<file path="src/rtl/xcrc_pkg.sv">
// ----------------------------------------------------------------------------
// xcrc_pkg
// Shared types, codes and the CRC-16 byte fold for the XMODEM-CRC sender.
// ----------------------------------------------------------------------------
`default_nettype none

package xcrc_pkg;

    // Packet geometry
    localparam int PACKET_BYTES = 128;
    localparam int CNT_W        = $clog2(PACKET_BYTES);

    // Input function codes
    localparam logic [1:0] FN_PAYLOAD = 2'd0;
    localparam logic [1:0] FN_RX      = 2'd1;
    localparam logic [1:0] FN_END     = 2'd2;
    localparam logic [1:0] FN_TIMEOUT = 2'd3;

    // Status codes
    localparam logic [2:0] ST_OK      = 3'd0;
    localparam logic [2:0] ST_ACKED   = 3'd1;
    localparam logic [2:0] ST_BAD     = 3'd2;
    localparam logic [2:0] ST_TIMEOUT = 3'd3;
    localparam logic [2:0] ST_DONE    = 3'd4;
    localparam logic [2:0] ST_MISUSE  = 3'd5;

    // Link bytes
    localparam logic [7:0] SOH_BYTE = 8'h01;
    localparam logic [7:0] EOT_BYTE = 8'h04;
    localparam logic [7:0] ACK_BYTE = 8'h06;

    localparam logic [15:0] CRC_POLY = 16'h1021;

    // Result burst: up to four beats per input item
    localparam int MAX_BEATS  = 4;
    localparam int BEAT_IDX_W = $clog2(MAX_BEATS);

    typedef struct packed {
        logic       tx_valid;
        logic [7:0] tx_byte;
        logic [2:0] status;
    } beat_t;

    typedef struct packed {
        beat_t [MAX_BEATS-1:0]  beats;
        logic [BEAT_IDX_W-1:0]  last_idx;
    } burst_t;

    // CRC-16/XMODEM, one byte folded MSB first
    function automatic logic [15:0] crc_fold(input logic [15:0] crc_in,
                                             input logic [7:0]  byte_in);
        logic [15:0] crc;
        crc = crc_in ^ {byte_in, 8'h00};
        for (int i = 0; i < 8; i++) begin
            if (crc[15]) begin
                crc = {crc[14:0], 1'b0} ^ CRC_POLY;
            end
            else begin
                crc = {crc[14:0], 1'b0};
            end
        end
        return crc;
    endfunction

endpackage

`default_nettype wire

</file>
<file path="src/rtl/xcrc_item_if.sv">
// ----------------------------------------------------------------------------
// xcrc_item_if
// Input channel: function code and data byte with valid/ready.
// ----------------------------------------------------------------------------
`default_nettype none

interface xcrc_item_if;
    logic       valid;
    logic       ready;
    logic [1:0] func;
    logic [7:0] data;

    modport source (output valid, func, data, input ready);
    modport sink   (input valid, func, data, output ready);
endinterface

`default_nettype wire

</file>
<file path="src/rtl/xcrc_result_if.sv">
// ----------------------------------------------------------------------------
// xcrc_result_if
// Result channel: link byte, status and end-of-burst mark with valid/ready.
// ----------------------------------------------------------------------------
`default_nettype none

interface xcrc_result_if;
    logic       valid;
    logic       ready;
    logic       tx_valid;
    logic [7:0] tx_byte;
    logic [2:0] status;
    logic       last;

    modport source (output valid, tx_valid, tx_byte, status, last, input ready);
    modport sink   (input valid, tx_valid, tx_byte, status, last, output ready);
endinterface

`default_nettype wire

</file>
<file path="src/rtl/xcrc_framer.sv">
// ----------------------------------------------------------------------------
// xcrc_framer
// Input register, protocol state and CRC; turns one item into one burst.
// ----------------------------------------------------------------------------
`default_nettype none

module xcrc_framer
    import xcrc_pkg::*;
(
    input  wire logic   clk,
    input  wire logic   rst_n,
    xcrc_item_if.sink   item,
    output burst_t      burst,
    output logic        burst_valid,
    input  wire logic   burst_ready
);

    typedef enum logic [2:0] {
        PH_IDLE = 3'd0,
        PH_WACK = 3'd1,
        PH_WEOT = 3'd2,
        PH_DONE = 3'd3,
        PH_ERR  = 3'd4
    } phase_t;

    phase_t             phase_reg,  phase_next;
    logic [7:0]         block_reg,  block_next;
    logic [CNT_W-1:0]   count_reg,  count_next;
    logic [15:0]        crc_reg,    crc_next;
    logic               full_reg,   full_next;
    logic [1:0]         func_reg;
    logic [7:0]         data_reg;

    logic               take_item;
    logic               load;
    logic [15:0]        crc_folded;

    // Input register handshake
    assign take_item   = item.valid && item.ready;
    assign load        = full_reg && burst_ready;
    assign item.ready  = !full_reg || burst_ready;
    assign burst_valid = full_reg;

    always_comb
    begin
        full_next = full_reg;
        if (take_item) begin
            full_next = 1'b1;
        end
        else if (load) begin
            full_next = 1'b0;
        end
    end

    // Item payload, no reset needed
    always_ff @(posedge clk)
    begin
        if (take_item) begin
            func_reg <= item.func;
            data_reg <= item.data;
        end
    end

    // CRC restarts at the first byte of a packet
    assign crc_folded = crc_fold((count_reg == '0) ? 16'h0000 : crc_reg, data_reg);

    // Burst build and next state
    always_comb
    begin
        phase_next = phase_reg;
        block_next = block_reg;
        count_next = count_reg;
        crc_next   = crc_reg;
        burst      = '0;

        if (phase_reg != PH_IDLE && phase_reg != PH_WACK && phase_reg != PH_WEOT) begin
            burst.beats[0].status = ST_MISUSE;
        end
        else begin
            unique case (func_reg)
                FN_PAYLOAD:
                begin
                    if (phase_reg != PH_IDLE) begin
                        burst.beats[0].status = ST_MISUSE;
                    end
                    else if (count_reg == '0) begin
                        // first byte: header then data
                        burst.beats[0] = '{1'b1, SOH_BYTE,   ST_OK};
                        burst.beats[1] = '{1'b1, block_reg,  ST_OK};
                        burst.beats[2] = '{1'b1, ~block_reg, ST_OK};
                        burst.beats[3] = '{1'b1, data_reg,   ST_OK};
                        burst.last_idx = BEAT_IDX_W'(3);
                        crc_next       = crc_folded;
                        count_next     = count_reg + 1'b1;
                    end
                    else if (count_reg == CNT_W'(PACKET_BYTES - 1)) begin
                        // last byte: data then CRC
                        burst.beats[0] = '{1'b1, data_reg,          ST_OK};
                        burst.beats[1] = '{1'b1, crc_folded[15:8],  ST_OK};
                        burst.beats[2] = '{1'b1, crc_folded[7:0],   ST_OK};
                        burst.last_idx = BEAT_IDX_W'(2);
                        crc_next       = crc_folded;
                        count_next     = '0;
                        phase_next     = PH_WACK;
                    end
                    else begin
                        burst.beats[0] = '{1'b1, data_reg, ST_OK};
                        crc_next       = crc_folded;
                        count_next     = count_reg + 1'b1;
                    end
                end
                FN_RX:
                begin
                    if (phase_reg == PH_WACK) begin
                        if (data_reg == ACK_BYTE) begin
                            block_next            = block_reg + 1'b1;
                            crc_next              = '0;
                            phase_next            = PH_IDLE;
                            burst.beats[0].status = ST_ACKED;
                        end
                        else begin
                            phase_next            = PH_ERR;
                            burst.beats[0].status = ST_BAD;
                        end
                    end
                    else if (phase_reg == PH_WEOT) begin
                        if (data_reg == ACK_BYTE) begin
                            phase_next            = PH_DONE;
                            burst.beats[0].status = ST_DONE;
                        end
                        else begin
                            phase_next            = PH_ERR;
                            burst.beats[0].status = ST_BAD;
                        end
                    end
                    else begin
                        burst.beats[0].status = ST_OK;
                    end
                end
                FN_END:
                begin
                    if (phase_reg == PH_IDLE && count_reg == '0) begin
                        phase_next     = PH_WEOT;
                        burst.beats[0] = '{1'b1, EOT_BYTE, ST_OK};
                    end
                    else begin
                        burst.beats[0].status = ST_MISUSE;
                    end
                end
                FN_TIMEOUT:
                begin
                    if (phase_reg == PH_WACK || phase_reg == PH_WEOT) begin
                        phase_next            = PH_ERR;
                        burst.beats[0].status = ST_TIMEOUT;
                    end
                    else begin
                        burst.beats[0].status = ST_OK;
                    end
                end
                default:
                begin
                    burst.beats[0].status = ST_OK;
                end
            endcase
        end
    end

    // Control state
    always_ff @(posedge clk or negedge rst_n)
    begin
        if (!rst_n) begin
            full_reg  <= 1'b0;
            phase_reg <= PH_IDLE;
            block_reg <= 8'd1;
            count_reg <= '0;
            crc_reg   <= '0;
        end
        else begin
            full_reg <= full_next;
            if (load) begin
                phase_reg <= phase_next;
                block_reg <= block_next;
                count_reg <= count_next;
                crc_reg   <= crc_next;
            end
        end
    end

endmodule

`default_nettype wire

</file>
<file path="src/rtl/xcrc_burst_out.sv">
// ----------------------------------------------------------------------------
// xcrc_burst_out
// Result register: holds one burst and sends its beats one per cycle unless stalled.
// ----------------------------------------------------------------------------
`default_nettype none

module xcrc_burst_out
    import xcrc_pkg::*;
(
    input  wire logic       clk,
    input  wire logic       rst_n,
    input  wire burst_t     burst,
    input  wire logic       burst_valid,
    output logic            burst_ready,
    xcrc_result_if.source   result
);

    burst_t                 burst_reg;
    logic                   busy_reg, busy_next;
    logic [BEAT_IDX_W-1:0]  idx_reg,  idx_next;
    beat_t                  beat;
    logic                   is_last;
    logic                   take;
    logic                   done;
    logic                   load;

    // Current beat
    assign beat    = burst_reg.beats[idx_reg];
    assign is_last = (idx_reg == burst_reg.last_idx);

    assign result.valid    = busy_reg;
    assign result.tx_valid = beat.tx_valid;
    assign result.tx_byte  = beat.tx_byte;
    assign result.status   = beat.status;
    assign result.last     = is_last;

    // Free when empty or when the final beat leaves this cycle
    assign take        = busy_reg && result.ready;
    assign done        = take && is_last;
    assign burst_ready = !busy_reg || done;
    assign load        = burst_valid && burst_ready;

    always_comb
    begin
        busy_next = busy_reg;
        idx_next  = idx_reg;
        if (load) begin
            busy_next = 1'b1;
            idx_next  = '0;
        end
        else if (done) begin
            busy_next = 1'b0;
        end
        else if (take) begin
            idx_next = idx_reg + 1'b1;
        end
    end

    always_ff @(posedge clk)
    begin
        if (load) begin
            burst_reg <= burst;
        end
    end

    always_ff @(posedge clk or negedge rst_n)
    begin
        if (!rst_n) begin
            busy_reg <= 1'b0;
            idx_reg  <= '0;
        end
        else begin
            busy_reg <= busy_next;
            idx_reg  <= idx_next;
        end
    end

endmodule

`default_nettype wire

</file>
<file path="src/rtl/xmodem_crc_packet_sender.sv">
// ----------------------------------------------------------------------------
// xmodem_crc_packet_sender
// XMODEM-CRC transmit framer: header, payload pass-through, CRC-16, EOT.
// ----------------------------------------------------------------------------
//  port    | dir  | beat contents
//  --------+------+-----------------------------------------------
//  item    | in   | func (2), data (8)
//  result  | out  | tx_valid (1), tx_byte (8), status (3), last (1)
//
//  Each item yields a burst of 1 to 4 result beats: 4 for the first
//  byte of a packet, 3 for the last, 1 otherwise. The output register
//  sends one beat per cycle while result.ready is high. An item waits
//  in the input register until its burst loads into the output register;
//  the next item is taken while beats drain.
//  Reset (rst_n low, async): idle, block number 1, byte count and CRC 0.
//  result.ready low holds the current beat; item.ready drops once the
//  input register holds an item that the output register cannot take.
// ----------------------------------------------------------------------------
`default_nettype none

module xmodem_crc_packet_sender
    import xcrc_pkg::*;
(
    input  wire logic       clk,
    input  wire logic       rst_n,
    xcrc_item_if.sink       item,
    xcrc_result_if.source   result
);

    burst_t burst;
    logic   burst_valid;
    logic   burst_ready;

    xcrc_framer u_framer (
        .clk         (clk),
        .rst_n       (rst_n),
        .item        (item),
        .burst       (burst),
        .burst_valid (burst_valid),
        .burst_ready (burst_ready)
    );

    xcrc_burst_out u_burst_out (
        .clk         (clk),
        .rst_n       (rst_n),
        .burst       (burst),
        .burst_valid (burst_valid),
        .burst_ready (burst_ready),
        .result      (result)
    );

    // Idle beats carry a zero byte
    assert property (@(posedge clk) disable iff (!rst_n)
        (result.valid && !result.tx_valid) |-> (result.tx_byte == 8'h00))
        else $error("non-link beat carries a byte");

    // Link bytes only go out with ok status
    assert property (@(posedge clk) disable iff (!rst_n)
        (result.valid && result.tx_valid) |-> (result.status == ST_OK))
        else $error("link byte with non-ok status");

    // A burst does not break off before its last beat
    assert property (@(posedge clk) disable iff (!rst_n)
        (result.valid && result.ready && !result.last) |=> result.valid)
        else $error("burst ended without last beat");

    // A pending burst is not taken while the current one still has beats left
    assert property (@(posedge clk) disable iff (!rst_n)
        (result.valid && !result.last) |-> !burst_ready)
        else $error("burst loaded mid-burst");

endmodule

`default_nettype wire

</file>
<file path="src/flat_wrapper.sv">
// flat-port wrapper written by rule: the top's interface ports become plain ports
module xmodem_crc_packet_sender_flat import xcrc_pkg::*;
  (clk, rst_n, item_valid, item_func, item_data, item_ready, result_valid, result_tx_valid, result_tx_byte, result_status, result_last, result_ready);
  xcrc_item_if item_i ();
  xcrc_result_if result_i ();
  input  wire logic clk;
  input  wire logic rst_n;
  input wire logic [$bits(item_i.valid)-1:0] item_valid;
  input wire logic [$bits(item_i.func)-1:0] item_func;
  input wire logic [$bits(item_i.data)-1:0] item_data;
  output wire logic [$bits(item_i.ready)-1:0] item_ready;
  output wire logic [$bits(result_i.valid)-1:0] result_valid;
  output wire logic [$bits(result_i.tx_valid)-1:0] result_tx_valid;
  output wire logic [$bits(result_i.tx_byte)-1:0] result_tx_byte;
  output wire logic [$bits(result_i.status)-1:0] result_status;
  output wire logic [$bits(result_i.last)-1:0] result_last;
  input wire logic [$bits(result_i.ready)-1:0] result_ready;
  assign item_i.valid = item_valid;
  assign item_i.func = item_func;
  assign item_i.data = item_data;
  assign item_ready = item_i.ready;
  assign result_valid = result_i.valid;
  assign result_tx_valid = result_i.tx_valid;
  assign result_tx_byte = result_i.tx_byte;
  assign result_status = result_i.status;
  assign result_last = result_i.last;
  assign result_i.ready = result_ready;
  xmodem_crc_packet_sender u_core (.clk(clk), .rst_n(rst_n), .item(item_i), .result(result_i));
endmodule
</file>
<file path="config.mk">
export PLATFORM = sky130hd
export DESIGN_NAME = xmodem_crc_packet_sender_flat
export DESIGN_NICKNAME = d
export VERILOG_FILES = /design/src/rtl/xcrc_pkg.sv /design/src/rtl/xcrc_item_if.sv /design/src/rtl/xcrc_result_if.sv /design/src/rtl/xcrc_framer.sv /design/src/rtl/xcrc_burst_out.sv /design/src/rtl/xmodem_crc_packet_sender.sv /design/src/flat_wrapper.sv
export SDC_FILE = /design/constraint.sdc
export NUM_CORES = 1
export LEC_CHECK = 0
export BUFFER_PORTS_ARGS = -buffer_cell sky130_fd_sc_hd__buf_4
export CELL_PAD_IN_SITES_DETAIL_PLACEMENT = 2
export CELL_PAD_IN_SITES_GLOBAL_PLACEMENT = 2
export CORE_UTILIZATION = 25
export CTS_CLUSTER_DIAMETER = 30
export CTS_CLUSTER_SIZE = 25
export DETAILED_ROUTE_END_ITERATION = 16
export GPL_TIMING_DRIVEN = 0
export HOLD_SLACK_MARGIN = 0.15
export PLACE_DENSITY_LB_ADDON = 0.1
export SLEW_MARGIN = 20
export SYNTH_ARGS = -nofsm -noshare
export SYNTH_HDL_FRONTEND = slang
export SYNTH_SLANG_ARGS = --single-unit
</file>
<file path="constraint.sdc">
create_clock -name clk -period 3.3 [get_ports clk]
set_input_delay 0 -clock clk [delete_from_list [all_inputs] [get_ports clk]]
set_output_delay 0 -clock clk [all_outputs]
set_load 0.01 [all_outputs]
</file>
### Word level (Yosys, flattened, before mapping)

Cells that the tools add are included.
Widths: inputs -> output; s select.

* add/sub/neg operators: 3
* magnitude comparators: 1
* eq/ne operators: 19
* mux-type cells: 49
* bitwise gates (word level): 14
* reduce and logical (&&, ||, !) cells: 28

Operators with widths (count)
* $mux 13: 8
* $mux 16: 4
* $mux 3: 14
* $mux 38: 1
* $pmux 16 s2: 1
* $bmux 12 s2: 1
* $mux 12: 2
* $mux 24: 1
* $not 3->3: 8
* $pmux 3 s4: 2
* $mux 9: 2
* $pmux 9 s2: 1
* $xor 16x16->16: 1
* $mux 7: 2
* $ne 2x2->1 const B: 7
* $mux 2: 6
* $add 8x1->8 const B: 1
* $eq 8x3->1 const B: 1
* $not 8->8: 1
* $reduce_and 8->1: 1
* $reduce_bool 2->1: 4
* $reduce_or 4->1: 2
* $add 7x1->7 const B: 1
* $eq 7x7->1 const B: 1
* 25 further kinds: 41

* register bits after elaboration: 98
* word-level logic and storage cells: 136

### Depth between registers and ports, before layout

* depth after elaboration: 23
* mapped depth: 9

### By module

From an unflattened synthesis, not the netlist that was laid out.

* cell total of the unflattened synthesis: 396
* area total of the unflattened synthesis: 4958.5 µm²

Modules (own cells, without submodules)
* xcrc_framer: instances 1, cells an instance 305, area an instance 2899.0 µm²
* xcrc_burst_out: instances 1, cells an instance 91, area an instance 2059.5 µm²

### Least setup slack after synthesis

No wires, ideal clock.

* path type: flip-flop to flip-flop
* start: register u_core.u_burst_out.idx_reg[1]
* end: register u_core.u_framer.block_reg[1]
* setup time: 0.125 ns
* arrival time: 2.745 ns
* path slack: 0.431 ns
* stages on the path, launching flop included: 6
* path buffers: 1
* cells stage by stage: dfrtp_1 > buf_6 > xor2_1 > o32ai_4 > nor4b_4 > mux2_2

* word-level cells in the longest chain between the ends: 5

RTL lines
* start, declared: RTL line xcrc_burst_out.sv:20 `logic [BEAT_IDX_W-1:0] idx_reg, idx_next;`
* start signal, assigned: RTL line xcrc_burst_out.sv:74 `idx_reg <= idx_next;`
* $eq 2x2->1: RTL line xcrc_burst_out.sv:29 `assign is_last = (idx_reg == burst_reg.last_idx);`
* $logic_and 1x1->1: RTL line xcrc_burst_out.sv:39 `assign done = take && is_last;`
* $logic_or 1x1->1: RTL line xcrc_burst_out.sv:40 `assign burst_ready = !busy_reg || done;`
* $logic_and 1x1->1: RTL line xcrc_framer.sv:40 `assign load = full_reg && burst_ready;`
* $reduce_and 5->1 (no source line)
* end signal, assigned: RTL line xcrc_framer.sv:182 `block_reg <= block_next;`
* end, declared: RTL line xcrc_framer.sv:27 `logic [7:0] block_reg, block_next;`

Every way passes these cells.
A chain may end at the register's enable or synchronous reset.

### Worst setup path after layout

* start: register u_core.u_burst_out.idx_reg[0]
* end: register u_core.u_framer.crc_reg[15]

* word-level cells in the longest chain between the ends: 5

RTL lines
* $eq 2x2->1: RTL line xcrc_burst_out.sv:29
* $logic_and 1x1->1: RTL line xcrc_burst_out.sv:39
* $logic_or 1x1->1: RTL line xcrc_burst_out.sv:40
* $logic_and 1x1->1: RTL line xcrc_framer.sv:40
* $reduce_and 6->1 (no source line)
* end signal, assigned: RTL line xcrc_framer.sv:184 `crc_reg <= crc_next;`
* end, declared: RTL line xcrc_framer.sv:29 `logic [15:0] crc_reg, crc_next;`

Every way passes these cells.

==> flow_summary.json <==
{
  "fin_ws_ns": 0.484,
  "drt-initial-drc-count": 159,
  "met3WireLength_um": 245,
  "dieArea_um2": 18600,
  "async_reset_ff_share_pct": 44.2,
  "total_power_mw": 5.08,
  "drv_cap": 0,
  "synth_ff_type": "edfxtp_1",
  "layout-drive-gt1-share_pct": 17.1,
  "drt_pass1_iterations": 4,
  "slew_viol_final": 0,
  "htreeDepth": 3,
  "multi_input_area_um2": 1960,
  "period_share_pct": 85.3,
  "wl_per_cell_um": 19.6,
  "arrival_ns": 3.02,
  "layout_common_cells": "edfxtp_1, nand2_1, xnor2_1",
  "cp-startpoint": "u_core.u_burst_out.idx_reg[0]$_DFFE_PN0P_",
  "final_nets": 473,
  "drt_wl_total_um": 13500,
  "dp_cells": 656,
  "place_area_um2": 5020,
  "finalSetupTns_ns": 0,
  "cts_max_path_buffers": 2,
  "synth_simple_gate_area_share_pct": 15.4,
  "utilization_pct": 31.4,
  "cts_tree": "built",
  "synthXorXnorAreaFrac_pct": 11.3,
  "port-buffer-count": 28,
  "stdcell_area_um2": 5480,
  "rows": 48,
  "synth-edff-count": 48,
  "initial_core_util_pct": 25.8,
  "reg2reg_slack_ns": 0.48,
  "finalHoldViolations": 0,
  "cts_sinks": 86,
  "fill_cells": 1879,
  "max_freq_mhz": 355,
  "ant_nets": 0,
  "vias_per_cell": 4.75,
  "cts-root-buf": "clkbuf_16",
  "holdWs_ns": 0.193,
  "syn-num-nets": 418,
  "p_leak_nw": 2.16,
  "r2r_end": "u_core.u_framer.crc_reg[15]$_DFFE_PN0P_",
  "yosysUniqueCellTypes": 52,
  "crit_fanout": 15,
  "end_kind": "flip-flop",
  "insertion_delay_ns": 0.35,
  "finalSetupViolations": 0,
  "r2r_cells": 7,
  "numCtsBuffers": 9,
  "final-seq-area_um2": 2390,
  "grt_pass1_wl_um": 21400,
  "synth_compound_area_share_pct": 9.64,
  "power.density_nw_per_um2": 926,
  "clock_skew_ns": 0.00851,
  "yosysWarnings": 0,
  "track_usage_pct": 16.0,
  "peakVddDrop_mv": 0.334,
  "path_class": "flip-flop to flip-flop",
  "yosys.area_share.adder_pct": 0.833,
  "vias": 3261,
  "regToRegStartpoint": "u_core.u_burst_out.idx_reg[0]$_DFFE_PN0P_",
  "grt_start_max_net_pins": 39,
  "cts.clk_slew.worst_paths_ns": 0.07,
  "rsz0062_at_grt": "false",
  "worstPathRequired_ns": 3.50,
  "dp_slack_ns": 0.397,
  "max-slew-margin-rel_pct": 38.2,
  "netlist_instances": 401,
  "die-height_um": 136,
  "yosysSeqAreaShare_pct": 53.1,
  "final_common_cell": "edfxtp_1",
  "grt_pass1_vias": 3593,
  "syn_avg_cell_area_um2": 11.2,
  "drc_errors": 0,
  "final-instance-count-excl-fill": 687,
  "gp_congestion": 0.749,
  "syn_area_um2": 4510,
  "gr-total-overflow": 0,
  "synth_seq_cells": 86,
  "wl_met2_um": 6240,
  "wl_met1_um": 6770,
  "hp-class": "primary input to asynchronous set/reset pin",
  "num_io_pins": 29,
  "largest_reg_flops": 38,
  "cts_resized": 0,
  "hpwl_um": 10100,
  "fp.dieW_um": 136,
  "start_kind": "flip-flop",
  "worst_pin_slew_ns": 0.923,
  "synthMuxAreaShare_pct": 6.44,
  "critPathCapture": "u_core.u_framer.crc_reg[15]$_DFFE_PN0P_",
  "syn2layout_area_growth_pct": 21.7,
  "synth_top_family_by_area": "simple AND/OR/NAND/NOR gates",
  "grt_antenna_before_repair": 0,
  "core_region_area_um2": 17500,
  "highest_layer": "met4",
  "status": "complete, no violations",
  "layout_min_cycle_time_ns": 2.82
}
## critical path, cell delays in order, from the launching register on
cell	delay [ns]
dfrtp_1	0.36
buf_4	0.17
xor2_1	0.19
o32ai_4	0.73
o211ai_1	0.58
clkbuf_1	0.41
nand2_1	0.14
o21ai_0	0.09
## layer usage
layer / vias up / GRT usage [%]
li1: 1543 / -
met1: 1669 / 22.0
met2: 35 / 25.3
met3: 14 / 2.31
met4: 0 / 6.17
met5: - / 0
## cells by family after synthesis
logic type	after synthesis
simple gates	133
flops	86
fa+ha+maj	3
mux	18
buf+inv	34
compound gates	69
xor+xnor	58
## synth_stat cells, drive strengths merged, types with 3 or more instances
library cell,instances,area share (%)
edfxtp,48,32
nand2,45,3.7
xnor2,40,7.8
dfrtp,37,21
o21ai,33,3.7
nor2,25,2.1
and3,22,3.1
clkbuf,18,1.5
xor2,18,3.5
a21oi,14,1.6
nand3,10,1.1
inv,9,0.75
mux2,8,2.0
mux4,8,4.0
buf,7,1.0
and2,6,0.83
nor3,4,0.69
or2,4,0.56
a211oi,3,0.50
and4,3,0.58
ha,3,0.83
nand2b,3,0.42
o22ai,3,0.42
## timing repair
| action | in CTS | in global routing |
|---|---|---|
| hold buffers | 14 | 0 |
| buffers inserted | 0 | 0 |
| hold endpoints to repair | 52 | 0 |
## power by group
part	internal (mW)	leakage [nW]	switching, mW
Combinational	0.952	1.06	1.34
Sequential	1.50	0.944	0.189
Clock	0.662	0.152	0.435
Total	3.11	2.16	1.96
## worst min path at each step
stage | startpoint | to | slack, ns | cells past startpoint
after floorplan | rst_n | u_core.u_burst_out.idx_reg[0]$_DFFE_PN0P_ | -0.30 | 0
after global placement | rst_n | u_core.u_framer.crc_reg[12]$_DFFE_PN0P_ | 0.05 | 1
after detailed placement | rst_n | u_core.u_framer.crc_reg[12]$_DFFE_PN0P_ | 0.04 | 1
after CTS | rst_n | u_core.u_framer.crc_reg[14]$_DFFE_PN0P_ | 0.21 | 2
after global routing | rst_n | u_core.u_framer.crc_reg[12]$_DFFE_PN0P_ | 0.24 | 2
final | rst_n | u_core.u_framer.block_reg[6]$_DFFE_PN0P_ | 0.19 | 2
## area by class of cell
cell class / instances / area share, %
diodes: 1 / 0.0457
plain buffers: 25 / 2.10
clock buffers: 10 / 4.18
clock inverters: 6 / 1.57
inverters: 9 / 0.616
multi-input cells: 281 / 35.8
flip-flops and latches: 86 / 43.7
well taps: 225 / 5.14
repair buffers: 44 / 6.87
Note: power is estimated with default switching activity, not from simulation.
